`config.mk`:
```
export PLATFORM = sky130hd
export DESIGN_NAME = hex_hit_stream_decoder
export DESIGN_NICKNAME = d
export VERILOG_FILES = /design/src/hw/rtl/hhsd_pkg.sv /design/src/hw/rtl/hhsd_front.sv /design/src/hw/rtl/hhsd_fifo.sv /design/src/hw/rtl/hhsd_back.sv /design/src/hw/rtl/hex_hit_stream_decoder.sv
export VERILOG_INCLUDE_DIRS = /design/src /design/src/hw/rtl
export SDC_FILE = /design/constraint.sdc
export NUM_CORES = 1
export LEC_CHECK = 0
export ABC_AREA = 1
export BUFFER_PORTS_ARGS = -buffer_cell sky130_fd_sc_hd__buf_2
export CORE_MARGIN = 2
export CORE_UTILIZATION = 43
export CTS_CLUSTER_SIZE = 10
export DETAILED_ROUTE_END_ITERATION = 12
export PLACE_DENSITY = 0.59
export SYNTH_ARGS = -nofsm -noshare
export SYNTH_HDL_FRONTEND = slang
export SYNTH_HIERARCHICAL = 1
export SYNTH_SLANG_ARGS = --single-unit
```
`constraint.sdc`:
```
create_clock -name clk_i -period 14.55 [get_ports clk_i]
set_clock_uncertainty 0.15 [all_clocks]
set_input_delay 1.455 -clock clk_i [delete_from_list [all_inputs] [get_ports clk_i]]
set_output_delay 1.455 -clock clk_i [all_outputs]
set_load 0.02 [all_outputs]
```
`src/hw/rtl/hex_hit_stream_decoder_macros.svh`:
```
// ----------------------------------------------------------------------------
// Assertion macros for the hex hit stream decoder
// Clocked on clk_i, disabled while rst_ni is low.
// ----------------------------------------------------------------------------
`ifndef HEX_HIT_STREAM_DECODER_MACROS_SVH
`define HEX_HIT_STREAM_DECODER_MACROS_SVH

// Check that a property holds at every clock edge outside reset
`define HHSD_ASSERT(lbl, prop, msg) \
  lbl: assert property (@(posedge clk_i) disable iff (!rst_ni) (prop)) else $error(msg);

// Check that a condition never occurs outside reset
`define HHSD_ASSERT_NEVER(lbl, cond, msg) \
  lbl: assert property (@(posedge clk_i) disable iff (!rst_ni) !(cond)) else $error(msg);

`endif

```
`src/hw/rtl/hhsd_pkg.sv`:
```
// ----------------------------------------------------------------------------
// hhsd_pkg
// Shared constants and types of the hex hit stream decoder.
// ----------------------------------------------------------------------------
package hhsd_pkg;

  localparam int HIT_BYTES   = 5;
  localparam int DEC_BYTES   = 5;
  localparam int QUEUE_DEPTH = 2;

  localparam logic [7:0] CH_NULL  = 8'h66;
  localparam logic [7:0] CH_QUOTE = 8'h27;
  localparam logic [7:0] CH_TWO   = 8'h32;
  localparam logic [7:0] CH_ZERO  = 8'h30;
  localparam logic [7:0] CH_LOW_B = 8'h62;
  localparam logic [7:0] CH_LOW_C = 8'h63;

  localparam logic [7:0] PERIOD_RESET = 8'd5;

  localparam int OUT_BITS  = 87;
  localparam int OUT_BYTES = (OUT_BITS + 7) / 8;
  localparam int OUT_W     = OUT_BYTES * 8;

  typedef struct packed {
    logic [31:0]                line_index;
    logic [DEC_BYTES-1:0][7:0] raw_bytes;
  } hit_req_t;

endpackage

```
`src/hw/rtl/hhsd_front.sv`:
```
// ----------------------------------------------------------------------------
// hhsd_front
// Character intake: line framing, sliding window and hit classification.
// ----------------------------------------------------------------------------
module hhsd_front #(
  parameter int HitBytes = hhsd_pkg::HIT_BYTES
) (
  input  logic               clk_i,
  input  logic               rst_ni,
  input  logic               s_axis_tvalid_i,
  output logic               s_axis_tready_o,
  input  logic [7:0]         s_axis_tdata_i,   // char_code[7:0]
  output logic               req_valid_o,
  output hhsd_pkg::hit_req_t req_o,
  input  logic               q_ready_i
);
  import hhsd_pkg::*;

  localparam int WinChars = 2 * HitBytes;
  localparam int FillW    = $clog2(WinChars + 1);
  localparam int IdxW     = $clog2(WinChars);

  logic [7:0]       win_q [WinChars];
  logic [7:0]       win_d [WinChars];
  logic [FillW-1:0] fill_q, fill_d;
  logic             frame_q, frame_d;
  logic [31:0]      line_q, line_d;

  logic accept;
  logic shift_en;
  logic starts20;
  logic heartbeat;
  logic all_hex;

  function automatic logic is_hex(input logic [7:0] c);
    return (c >= 8'h30 && c <= 8'h39) || (c >= 8'h61 && c <= 8'h66) ||
           (c >= 8'h41 && c <= 8'h46);
  endfunction

  function automatic logic [3:0] hex_nib(input logic [7:0] c);
    logic [3:0] n;
    n = (c <= 8'h39) ? c[3:0] : 4'(c[3:0] + 4'd9);
    return n;
  endfunction

  assign s_axis_tready_o = q_ready_i;
  assign accept   = s_axis_tvalid_i && q_ready_i;
  assign shift_en = accept && frame_q && (s_axis_tdata_i != CH_NULL) &&
                    (s_axis_tdata_i != CH_QUOTE);

  always_comb begin
    win_d   = win_q;
    fill_d  = fill_q;
    frame_d = frame_q;
    line_d  = line_q;
    if (accept && s_axis_tdata_i == CH_QUOTE) begin
      if (frame_q) begin
        line_d = line_q + 32'd1;
      end
      frame_d = !frame_q;
      fill_d  = '0;
    end else if (shift_en) begin
      if (fill_q < FillW'(WinChars)) begin
        win_d[fill_q[IdxW-1:0]] = s_axis_tdata_i;
        fill_d = fill_q + 1'b1;
      end else begin
        for (int i = 0; i < WinChars - 1; i++) begin
          win_d[i] = win_q[i+1];
        end
        win_d[WinChars-1] = s_axis_tdata_i;
      end
    end
  end

  always_comb begin
    starts20  = (win_d[0] == CH_TWO) && (win_d[1] == CH_ZERO);
    heartbeat = 1'b0;
    all_hex   = 1'b1;
    for (int i = 0; i + 4 <= WinChars; i++) begin
      if (win_d[i] == CH_LOW_B && win_d[i+1] == CH_LOW_C &&
          win_d[i+2] == CH_LOW_B && win_d[i+3] == CH_LOW_C) begin
        heartbeat = 1'b1;
      end
    end
    for (int i = 0; i < WinChars; i++) begin
      if (!is_hex(win_d[i])) begin
        all_hex = 1'b0;
      end
    end
  end

  assign req_valid_o = shift_en && (fill_d == FillW'(WinChars)) && starts20 &&
                       !heartbeat && all_hex;

  always_comb begin
    req_o.line_index = line_q;
    for (int i = 0; i < DEC_BYTES; i++) begin
      req_o.raw_bytes[i] = {hex_nib(win_d[2*i]), hex_nib(win_d[2*i+1])};
    end
  end

  always_ff @(posedge clk_i or negedge rst_ni) begin
    if (!rst_ni) begin
      fill_q  <= '0;
      frame_q <= 1'b0;
      line_q  <= '0;
    end else begin
      fill_q  <= fill_d;
      frame_q <= frame_d;
      line_q  <= line_d;
    end
  end

  always_ff @(posedge clk_i) begin
    win_q <= win_d;
  end

endmodule

```
`src/hw/rtl/hhsd_fifo.sv`:
```
// ----------------------------------------------------------------------------
// hhsd_fifo
// Short request queue between the intake and the decode stage.
// ----------------------------------------------------------------------------
`include "hex_hit_stream_decoder_macros.svh"

module hhsd_fifo #(
  parameter int Depth = hhsd_pkg::QUEUE_DEPTH
) (
  input  logic               clk_i,
  input  logic               rst_ni,
  input  logic               push_i,
  input  hhsd_pkg::hit_req_t push_data_i,
  output logic               ready_o,
  output logic               valid_o,
  output hhsd_pkg::hit_req_t pop_data_o,
  input  logic               pop_i
);
  import hhsd_pkg::*;

  localparam int PtrW = (Depth > 1) ? $clog2(Depth) : 1;
  localparam int CntW = $clog2(Depth + 1);

  hit_req_t        mem_q [Depth];
  logic [PtrW-1:0] wr_q, wr_d;
  logic [PtrW-1:0] rd_q, rd_d;
  logic [CntW-1:0] count_q, count_d;

  function automatic logic [PtrW-1:0] ptr_next(input logic [PtrW-1:0] p);
    return (p == PtrW'(Depth - 1)) ? '0 : PtrW'(p + 1'b1);
  endfunction

  assign ready_o    = (count_q != CntW'(Depth));
  assign valid_o    = (count_q != '0);
  assign pop_data_o = mem_q[rd_q];

  always_comb begin
    wr_d    = push_i ? ptr_next(wr_q) : wr_q;
    rd_d    = pop_i ? ptr_next(rd_q) : rd_q;
    count_d = count_q;
    if (push_i && !pop_i) begin
      count_d = count_q + 1'b1;
    end else if (!push_i && pop_i) begin
      count_d = count_q - 1'b1;
    end
  end

  always_ff @(posedge clk_i or negedge rst_ni) begin
    if (!rst_ni) begin
      wr_q    <= '0;
      rd_q    <= '0;
      count_q <= '0;
    end else begin
      wr_q    <= wr_d;
      rd_q    <= rd_d;
      count_q <= count_d;
    end
  end

  always_ff @(posedge clk_i) begin
    if (push_i) begin
      mem_q[wr_q] <= push_data_i;
    end
  end

  `HHSD_ASSERT(a_count_bound, count_q <= CntW'(Depth), "queue count beyond depth")
  `HHSD_ASSERT_NEVER(a_no_overflow, push_i && !ready_o, "request pushed into full queue")
  `HHSD_ASSERT_NEVER(a_no_underflow, pop_i && !valid_o, "request popped from empty queue")
  `HHSD_ASSERT(a_count_up, (push_i && !pop_i) |=> (count_q == $past(count_q) + 1'b1), "queue count did not advance")

endmodule

```
`src/hw/rtl/hhsd_back.sv`:
```
// ----------------------------------------------------------------------------
// hhsd_back
// Hit decode: bit reversal, field extraction, ToT scaling, output register.
// ----------------------------------------------------------------------------
module hhsd_back (
  input  logic                       clk_i,
  input  logic                       rst_ni,
  input  logic                       cfg_we_i,
  input  logic [7:0]                 cfg_wdata_i,
  input  logic                       req_valid_i,
  input  hhsd_pkg::hit_req_t         req_i,
  output logic                       req_pop_o,
  output logic                       m_axis_tvalid_o,
  input  logic                       m_axis_tready_i,
  output logic [hhsd_pkg::OUT_W-1:0] m_axis_tdata_o
);
  import hhsd_pkg::*;

  logic [7:0]       period_q;
  logic             out_valid_q;
  logic [OUT_W-1:0] out_data_q, out_data_d;

  logic [DEC_BYTES-1:0][7:0] rev;
  logic [11:0]               tot;
  logic [19:0]               tot_ns;

  function automatic logic [7:0] flip8(input logic [7:0] v);
    logic [7:0] r;
    for (int i = 0; i < 8; i++) begin
      r[i] = v[7-i];
    end
    return r;
  endfunction

  always_comb begin
    for (int i = 0; i < DEC_BYTES; i++) begin
      rev[i] = flip8(req_i.raw_bytes[i]);
    end
  end

  assign tot    = {rev[3][3:0], rev[4]};
  assign tot_ns = 20'(tot) * 20'(period_q);

  assign out_data_d = {{(OUT_W - OUT_BITS){1'b0}}, tot_ns, tot, rev[2], rev[1][7],
                       rev[1][5:0], rev[0][2:0], rev[0][7:3], req_i.line_index};

  assign req_pop_o       = req_valid_i && (!out_valid_q || m_axis_tready_i);
  assign m_axis_tvalid_o = out_valid_q;
  assign m_axis_tdata_o  = out_data_q;

  always_ff @(posedge clk_i or negedge rst_ni) begin
    if (!rst_ni) begin
      period_q    <= PERIOD_RESET;
      out_valid_q <= 1'b0;
    end else begin
      if (cfg_we_i) begin
        period_q <= cfg_wdata_i;
      end
      if (req_pop_o) begin
        out_valid_q <= 1'b1;
      end else if (m_axis_tready_i) begin
        out_valid_q <= 1'b0;
      end
    end
  end

  always_ff @(posedge clk_i) begin
    if (req_pop_o) begin
      out_data_q <= out_data_d;
    end
  end

endmodule

```
`src/hw/rtl/hex_hit_stream_decoder.sv`:
```
// ----------------------------------------------------------------------------
// hex_hit_stream_decoder
// A hit goes through the request queue, then the output register, to m_axis.
// Throughput: one character per cycle, sustained while m_axis drains.
// Input stalls only when the two-entry request queue is full.
// Reset clears framing, window fill, line count, queue and output valid;
// the sample period returns to 5 ns.
// ----------------------------------------------------------------------------
module hex_hit_stream_decoder #(
  parameter int HitBytes   = hhsd_pkg::HIT_BYTES,
  parameter int QueueDepth = hhsd_pkg::QUEUE_DEPTH
) (
  input  logic                       clk_i,
  input  logic                       rst_ni,
  input  logic                       cfg_we_i,
  input  logic [7:0]                 cfg_wdata_i,    // sample_period_ns[7:0]
  input  logic                       s_axis_tvalid,
  output logic                       s_axis_tready,
  input  logic [7:0]                 s_axis_tdata,   // char_code[7:0]
  output logic                       m_axis_tvalid,
  input  logic                       m_axis_tready,
  // line_index[31:0], chip_id[36:32], payload[39:37], location[45:40],
  // is_column[46], timestamp[54:47], tot_count[66:55], tot_ns[86:67], zero[87]
  output logic [hhsd_pkg::OUT_W-1:0] m_axis_tdata
);
  import hhsd_pkg::*;

  logic     push;
  hit_req_t push_data;
  logic     q_ready;
  logic     q_valid;
  hit_req_t q_data;
  logic     q_pop;

  hhsd_front #(
    .HitBytes(HitBytes)
  ) u_front (
    .clk_i          (clk_i),
    .rst_ni         (rst_ni),
    .s_axis_tvalid_i(s_axis_tvalid),
    .s_axis_tready_o(s_axis_tready),
    .s_axis_tdata_i (s_axis_tdata),
    .req_valid_o    (push),
    .req_o          (push_data),
    .q_ready_i      (q_ready)
  );

  hhsd_fifo #(
    .Depth(QueueDepth)
  ) u_fifo (
    .clk_i      (clk_i),
    .rst_ni     (rst_ni),
    .push_i     (push),
    .push_data_i(push_data),
    .ready_o    (q_ready),
    .valid_o    (q_valid),
    .pop_data_o (q_data),
    .pop_i      (q_pop)
  );

  hhsd_back u_back (
    .clk_i          (clk_i),
    .rst_ni         (rst_ni),
    .cfg_we_i       (cfg_we_i),
    .cfg_wdata_i    (cfg_wdata_i),
    .req_valid_i    (q_valid),
    .req_i          (q_data),
    .req_pop_o      (q_pop),
    .m_axis_tvalid_o(m_axis_tvalid),
    .m_axis_tready_i(m_axis_tready),
    .m_axis_tdata_o (m_axis_tdata)
  );

endmodule
```
# ---- Word-level counts from Yosys, hierarchy flattened
# Memories as Yosys holds them, arrays and structs flattened.
# Index checks and enable logic that the tools add are counted.
dict set report word_totals {
  register_bits 217
  latch_bits 0
  ramBits 144
  mem_bits_ro 0
  inputBits 21
  wordCells 265
  mem_count 1
}
dict set report op_classes {
  n_addsub 16
  multipliers 1
  n_div 0
  n_lt_le_gt_ge 63
  n_eq_ne 25
  shift 0
  mux 44
  bitwise 1
  reduce_logical 95
}
# name depth word_bits rd rd_ports_with_merged_regs wr line_no
set memory_table {}
lappend memory_table {u_fifo.mem_q 2 72 1 0 1 hhsd_fifo.sv:24} ;# hit_req_t mem_q [Depth];
# op n
set op_table {}
lappend op_table {{two-way mux 80 bit} 3}
lappend op_table {{>= comparator 8 x 7 -> 1 bit, second input constant} 20}
lappend op_table {{less-or-equal comparator 8 x 7 -> 1 bit, second input constant} 20}
lappend op_table {{== test 8 x 7 -> 1 bit, second input constant} 18}
lappend op_table {{bitwise mux 80 bit} 1}
lappend op_table {{>= comparator 8 x 6 -> 1 bit, second input constant} 10}
lappend op_table {{less-or-equal comparator 8 x 6 -> 1 bit, second input constant} 10}
lappend op_table {{logical AND 1 bit} 65}
lappend op_table {{two-way mux 4 bit} 13}
lappend op_table {{adder 4 bit, second input constant} 10}
lappend op_table {{adder 32 x 1 -> 32 bit, second input constant} 1}
lappend op_table {{demux 8 bit (select 4 bit)} 1}
lappend op_table {{== test 8 x 6 -> 1 bit, second input constant} 3}
lappend op_table {{two-way mux 1 bit} 23}
lappend op_table {{logical OR 1 bit} 21}
lappend op_table {{multiplier 12 x 8 -> 20 bit} 1}
lappend op_table {{two-way mux 8 bit} 1}
lappend op_table {{inequality test 8 x 6 -> 1 bit, second input constant} 1}
lappend op_table {{inequality test 8 x 7 -> 1 bit, second input constant} 1}
lappend op_table {{nonzero test 2 bit} 3}
lappend op_table {{>= comparator 5 bit, second input constant} 1}
lappend op_table {{logical NOT 1 bit} 5}
lappend op_table {{less-than comparator 5 x 1 -> 1 bit, second input constant} 1}
lappend op_table {{NOT 4 -> 5 bit} 1}
lappend op_table {{other kinds (9)} 11}

# ---- Logic depth before layout (Yosys ltp)
dict set report depth {
  word_depth 28
  ltp_mapped 32
}

# ---- By module
# The synthesis kept the hierarchy.
# mod instances cells_per_inst area_each_um2 seq_area_each_um2
set modules_own_cells {}
lappend modules_own_cells {hhsd_front 1 1530 9306.4 2527.4}
lappend modules_own_cells {hhsd_back 1 660 6472.5 2840.2}
lappend modules_own_cells {hhsd_fifo 1 249 5751.8 4424.2}

# ---- Worst setup path after synthesis
# Ideal clock, no wire load.
dict set report synth_path {
  path_type {in2reg}
  startpoint {in s_axis_tdata[3]}
  endpoint {mem u_fifo/mem_q[0][0] (netlist bit) (enable)}
  setup_ps 502
  arrival_ps 6765
  slack_ps 7132
  cell_stages 25
  n_path_buf 3
  path_cell_list {buf_6 > inv_2 > nand2_1 > nor2_1 > nand2_2 > nand2_2 > nor2_4 > buf_6 > buf_6 > o21ai_1 > inv_1 > ha_1 > inv_1 > nor2_1 > nand2_1 > nand2_1 > nand2_1 > nand2_1 > nor2_1 > nand2_1 > nor2_1 > nand3_1 > nor2_1 > inv_1 > nor2_1}
}
# item line_no
set synth_lines {}
lappend synth_lines {{start: declaration} hex_hit_stream_decoder.sv:19} ;# input logic [7:0] s_axis_tdata,
lappend synth_lines {{end: declaration} hhsd_fifo.sv:24}

==> run_results.csv <==
group,metric,value,unit
run_status,outcome,"completed",
yosys,mapped_avg_cell_area,8.74,µm²
global_routing,first_global_vias,15500,
sta,tightestPinTransition,1.01,ns
floorplanning,die_height,225,µm
worst_setup_path,startpoint,"s_axis_tdata[6]",
floorplanning,coreArea,0.0486,mm²
cts,worst_skew_pair.late_latency,0.60,ns
sta,fmax,0.156,GHz
cts,tritoncts.num_buffers,44,
worst_setup_path,worstSetupStartpointType,"primary input",
power,p_total,5430,µW
yosys,synth-warning-count,6,
worst_setup_path,criticalPathCategory,"primary input to flip-flop",
routing,detailroute.via_count,15900,
cts,clkSlewWorstSetupHoldPaths,0.05,ns
cts,cts_resized,0,
routing,first_iter_violations,1160,
cts,cts_sinks,351,
placed_design,final_weighted_congestion_of_routability_driven_global_placement,0.919,
placed_design,hpwlAfterDp,40500,µm
min_path,worstHoldPathType,"flip-flop to flip-flop",
final_layout,num_antenna_cells,0,
floorplanning,die_x,225,µm
cts,quantity_of_hold_fixing_buffers_added_after_cts,0,
global_routing,grt_start_max_net_pins,72,
yosys,synth_instances,2411,
yosys,synth.cell_area,0.0211,mm²
yosys,synth_fp_nets,2580,
final_layout,finish.cell_count_without_fillers,3150,
routing,via_per_inst,5.04,
worst_setup_path,worst_ep_required_time,14.60,ns
sta,setup_viol,0,
routing,ant_nets,0,
run,timing.max_cap.violations,0,
final_layout,synthesis_to_layout_area_growth,10.7,%
worst_setup_path,end_kind,"flip-flop",
floorplanning,initial_utilization,43.3,%
cts,root_buffer,"sky130_fd_sc_hd__clkbuf_16",
floorplanning,ioPinCount,111,
sta,slew_headroom,32.8,%
final_layout,post_route_cells_drive_above_1_share,13.1,%
sta,period_minus_slack,6.41,ns
routing,routed_wirelength,55700,µm
cts,tritoncts,"built",
sta,final_hold_viol_count,0,
floorplanning,rows,81,
global_routing,global_route.overflow_total,0,
sta,fin_tns_setup,0,ns
worst_setup_path,timing.critical_path.fanout_max,67,
sta,min_period_over_period,44.1,%
global_routing,grt_usage,22.3,%
cts,cts.path.max_buffers,3,
placed_design,dp_cells,3068,
power,switchingPower,2460,µW
power,ir_drop,0.128,mV
placed_design,port_buffers,109,
power,power.switching_fraction,45.3,%
final_layout,final_nets,2661,
min_path,min-delay-start,"u_front/line_q[31]",
power,p_leak,0.0119,µW
global_routing,grt_first_pass_wirelength,86900,µm
power,power.share.clock,19.6,%
routing,route.detailed.wl_per_inst,17.7,µm
cts,htreeDepth,2,
sta,rsz_0062_raised_after_global_routing,"no",
worst_setup_path,crit_arrival,6.47,ns
routing,drt_pass_1_iters,5,
sta,maxSlewViolCount,0,
worst_setup_path,startpoint_of_the_worst_slack_reg_to_reg_timing_path,"u_fifo/rd_q",
power,pwr-share-seq,27.6,%
routing,post-route-drc-count,0,
power,internal_power,2970,µW
floorplanning,die-area,0.0508,mm²
power,pwr-share-comb,52.9,%
global_routing,grt_antenna_before_repair,0,
power,cellPowerDensity,233,mW/mm²
cts,post-cts-setup-buffer-count,0,
[metrics by stage]
| step | setup WS [ns] | hold WS, ns | area (µm²) | util (%) |
|---|---|---|---|---|
| after floorplan | 7.35 | 0.296 | 21100 | - |
| after global placement | 7.73 | 0.326 | 21900 | 45.1 |
| after detailed placement | 7.56 | 0.327 | 21900 | 45.1 |
| after CTS | 8.20 | 0.340 | 23300 | 48.0 |
| after global routing | 7.74 | 0.362 | 23300 | 48.0 |
| final | 8.14 | 0.332 | 23300 | 48.0 |
[per-layer routing]
layer / GRT usage (%) / vias up / routed length [µm]
met4: 7.07 / 0 / 1460
met1: 30.9 / 7619 / 25300
met5: 0 / - / 0
met2: 36.1 / 459 / 25900
met3: 3.14 / 92 / 2970
li1: - / 7707 / -
[cells in the final DEF (no fill, tap or decap), drive strengths merged]
cell type    n
xor2        47
o22ai        1
nand2      822
a31oi        1
or2          7
conb         1
nor4         1
clkbuf      72
xnor2       23
fa          60
nand3b       7
nand4       38
dfstp        2
nor3        21
clkinvlp     1
bufinv       2
clkinv       6
o21ai       66
ha          88
nand3      162
mux2        75
buf        122
o21bai       4
o211ai       5
a21oi       18
dfxtp       80
inv        407
o21a         1
nor2       119
edfxtp     221
dfrtp       48
[final timing paths]
check                                            end  slack, ns  cells after the start
max in group asynchronous                u_fifo/rd_q      12.78                      2
hold reg to reg                   u_front/line_q[31]       0.33                      1
setup reg to reg           u_back/m_axis_tdata_o[85]       8.67                     21
min in group asynchronous          u_front/line_q[4]       0.90                      2
setup / recovery                 u_fifo/mem_q[0][54]       8.14                     27
hold / removal                    u_front/line_q[31]       0.33                      1
[cell type report]
cell class / count / area, µm²
fill: 4713 / 25300
sequential: 351 / 9500
multi-input combinational: 1567 / 9490
inverter: 406 / 1520
clock buffer: 72 / 1250
tap: 622 / 778
timing repair buffer: 122 / 643
clock inverter: 10 / 156
[critical path: stages]
cell and delay (ns):
sky130_fd_sc_hd__buf_2 0.26, sky130_fd_sc_hd__inv_1 0.18, sky130_fd_sc_hd__nand2_1 0.09, sky130_fd_sc_hd__nor2_1 0.05
sky130_fd_sc_hd__nand2_2 0.10, sky130_fd_sc_hd__nand2_2 0.07, sky130_fd_sc_hd__nor2_4 0.43, sky130_fd_sc_hd__buf_4 0.51
sky130_fd_sc_hd__buf_4 0.47, sky130_fd_sc_hd__o211ai_1 0.16, sky130_fd_sc_hd__o21ai_1 0.32, sky130_fd_sc_hd__inv_1 0.14
sky130_fd_sc_hd__ha_1 0.25, sky130_fd_sc_hd__inv_1 0.06, sky130_fd_sc_hd__nor2_1 0.03, sky130_fd_sc_hd__nand2_1 0.06
sky130_fd_sc_hd__nand2_1 0.05, sky130_fd_sc_hd__nand2_1 0.06, sky130_fd_sc_hd__nand2_1 0.07, sky130_fd_sc_hd__nor2_1 0.10
sky130_fd_sc_hd__nand2_1 0.06, sky130_fd_sc_hd__nor2_1 0.09, sky130_fd_sc_hd__nand3_1 0.08, sky130_fd_sc_hd__nor2_1 0.28
sky130_fd_sc_hd__inv_1 0.13, sky130_fd_sc_hd__nor2_4 0.09, sky130_fd_sc_hd__buf_4 0.75
[sequential cells by signal (all words and copies together), names as in the netlist]
name,flops
u_back/m_axis_tdata_o,87
u_back/m_axis_tvalid_o,1
u_back/period_q,8
u_fifo/count_q,2
u_fifo/mem_q,134
u_fifo/rd_q,1
u_fifo/wr_q,1
u_front/fill_q,4
u_front/frame_q,1
u_front/line_q,32
u_front/win_q,80
[power groups by stage]
stage / clock network (µW) / registers (µW) / logic (µW)
floorplan: 0 / 1600 / 2130
global placement: 0 / 1520 / 2840
detailed placement: 0 / 1520 / 2860
CTS: 1090 / 1500 / 2880
global route: 1130 / 1520 / 3280
finish: 1060 / 1500 / 2870
No activity file was read; power rests on OpenSTA's default activity.
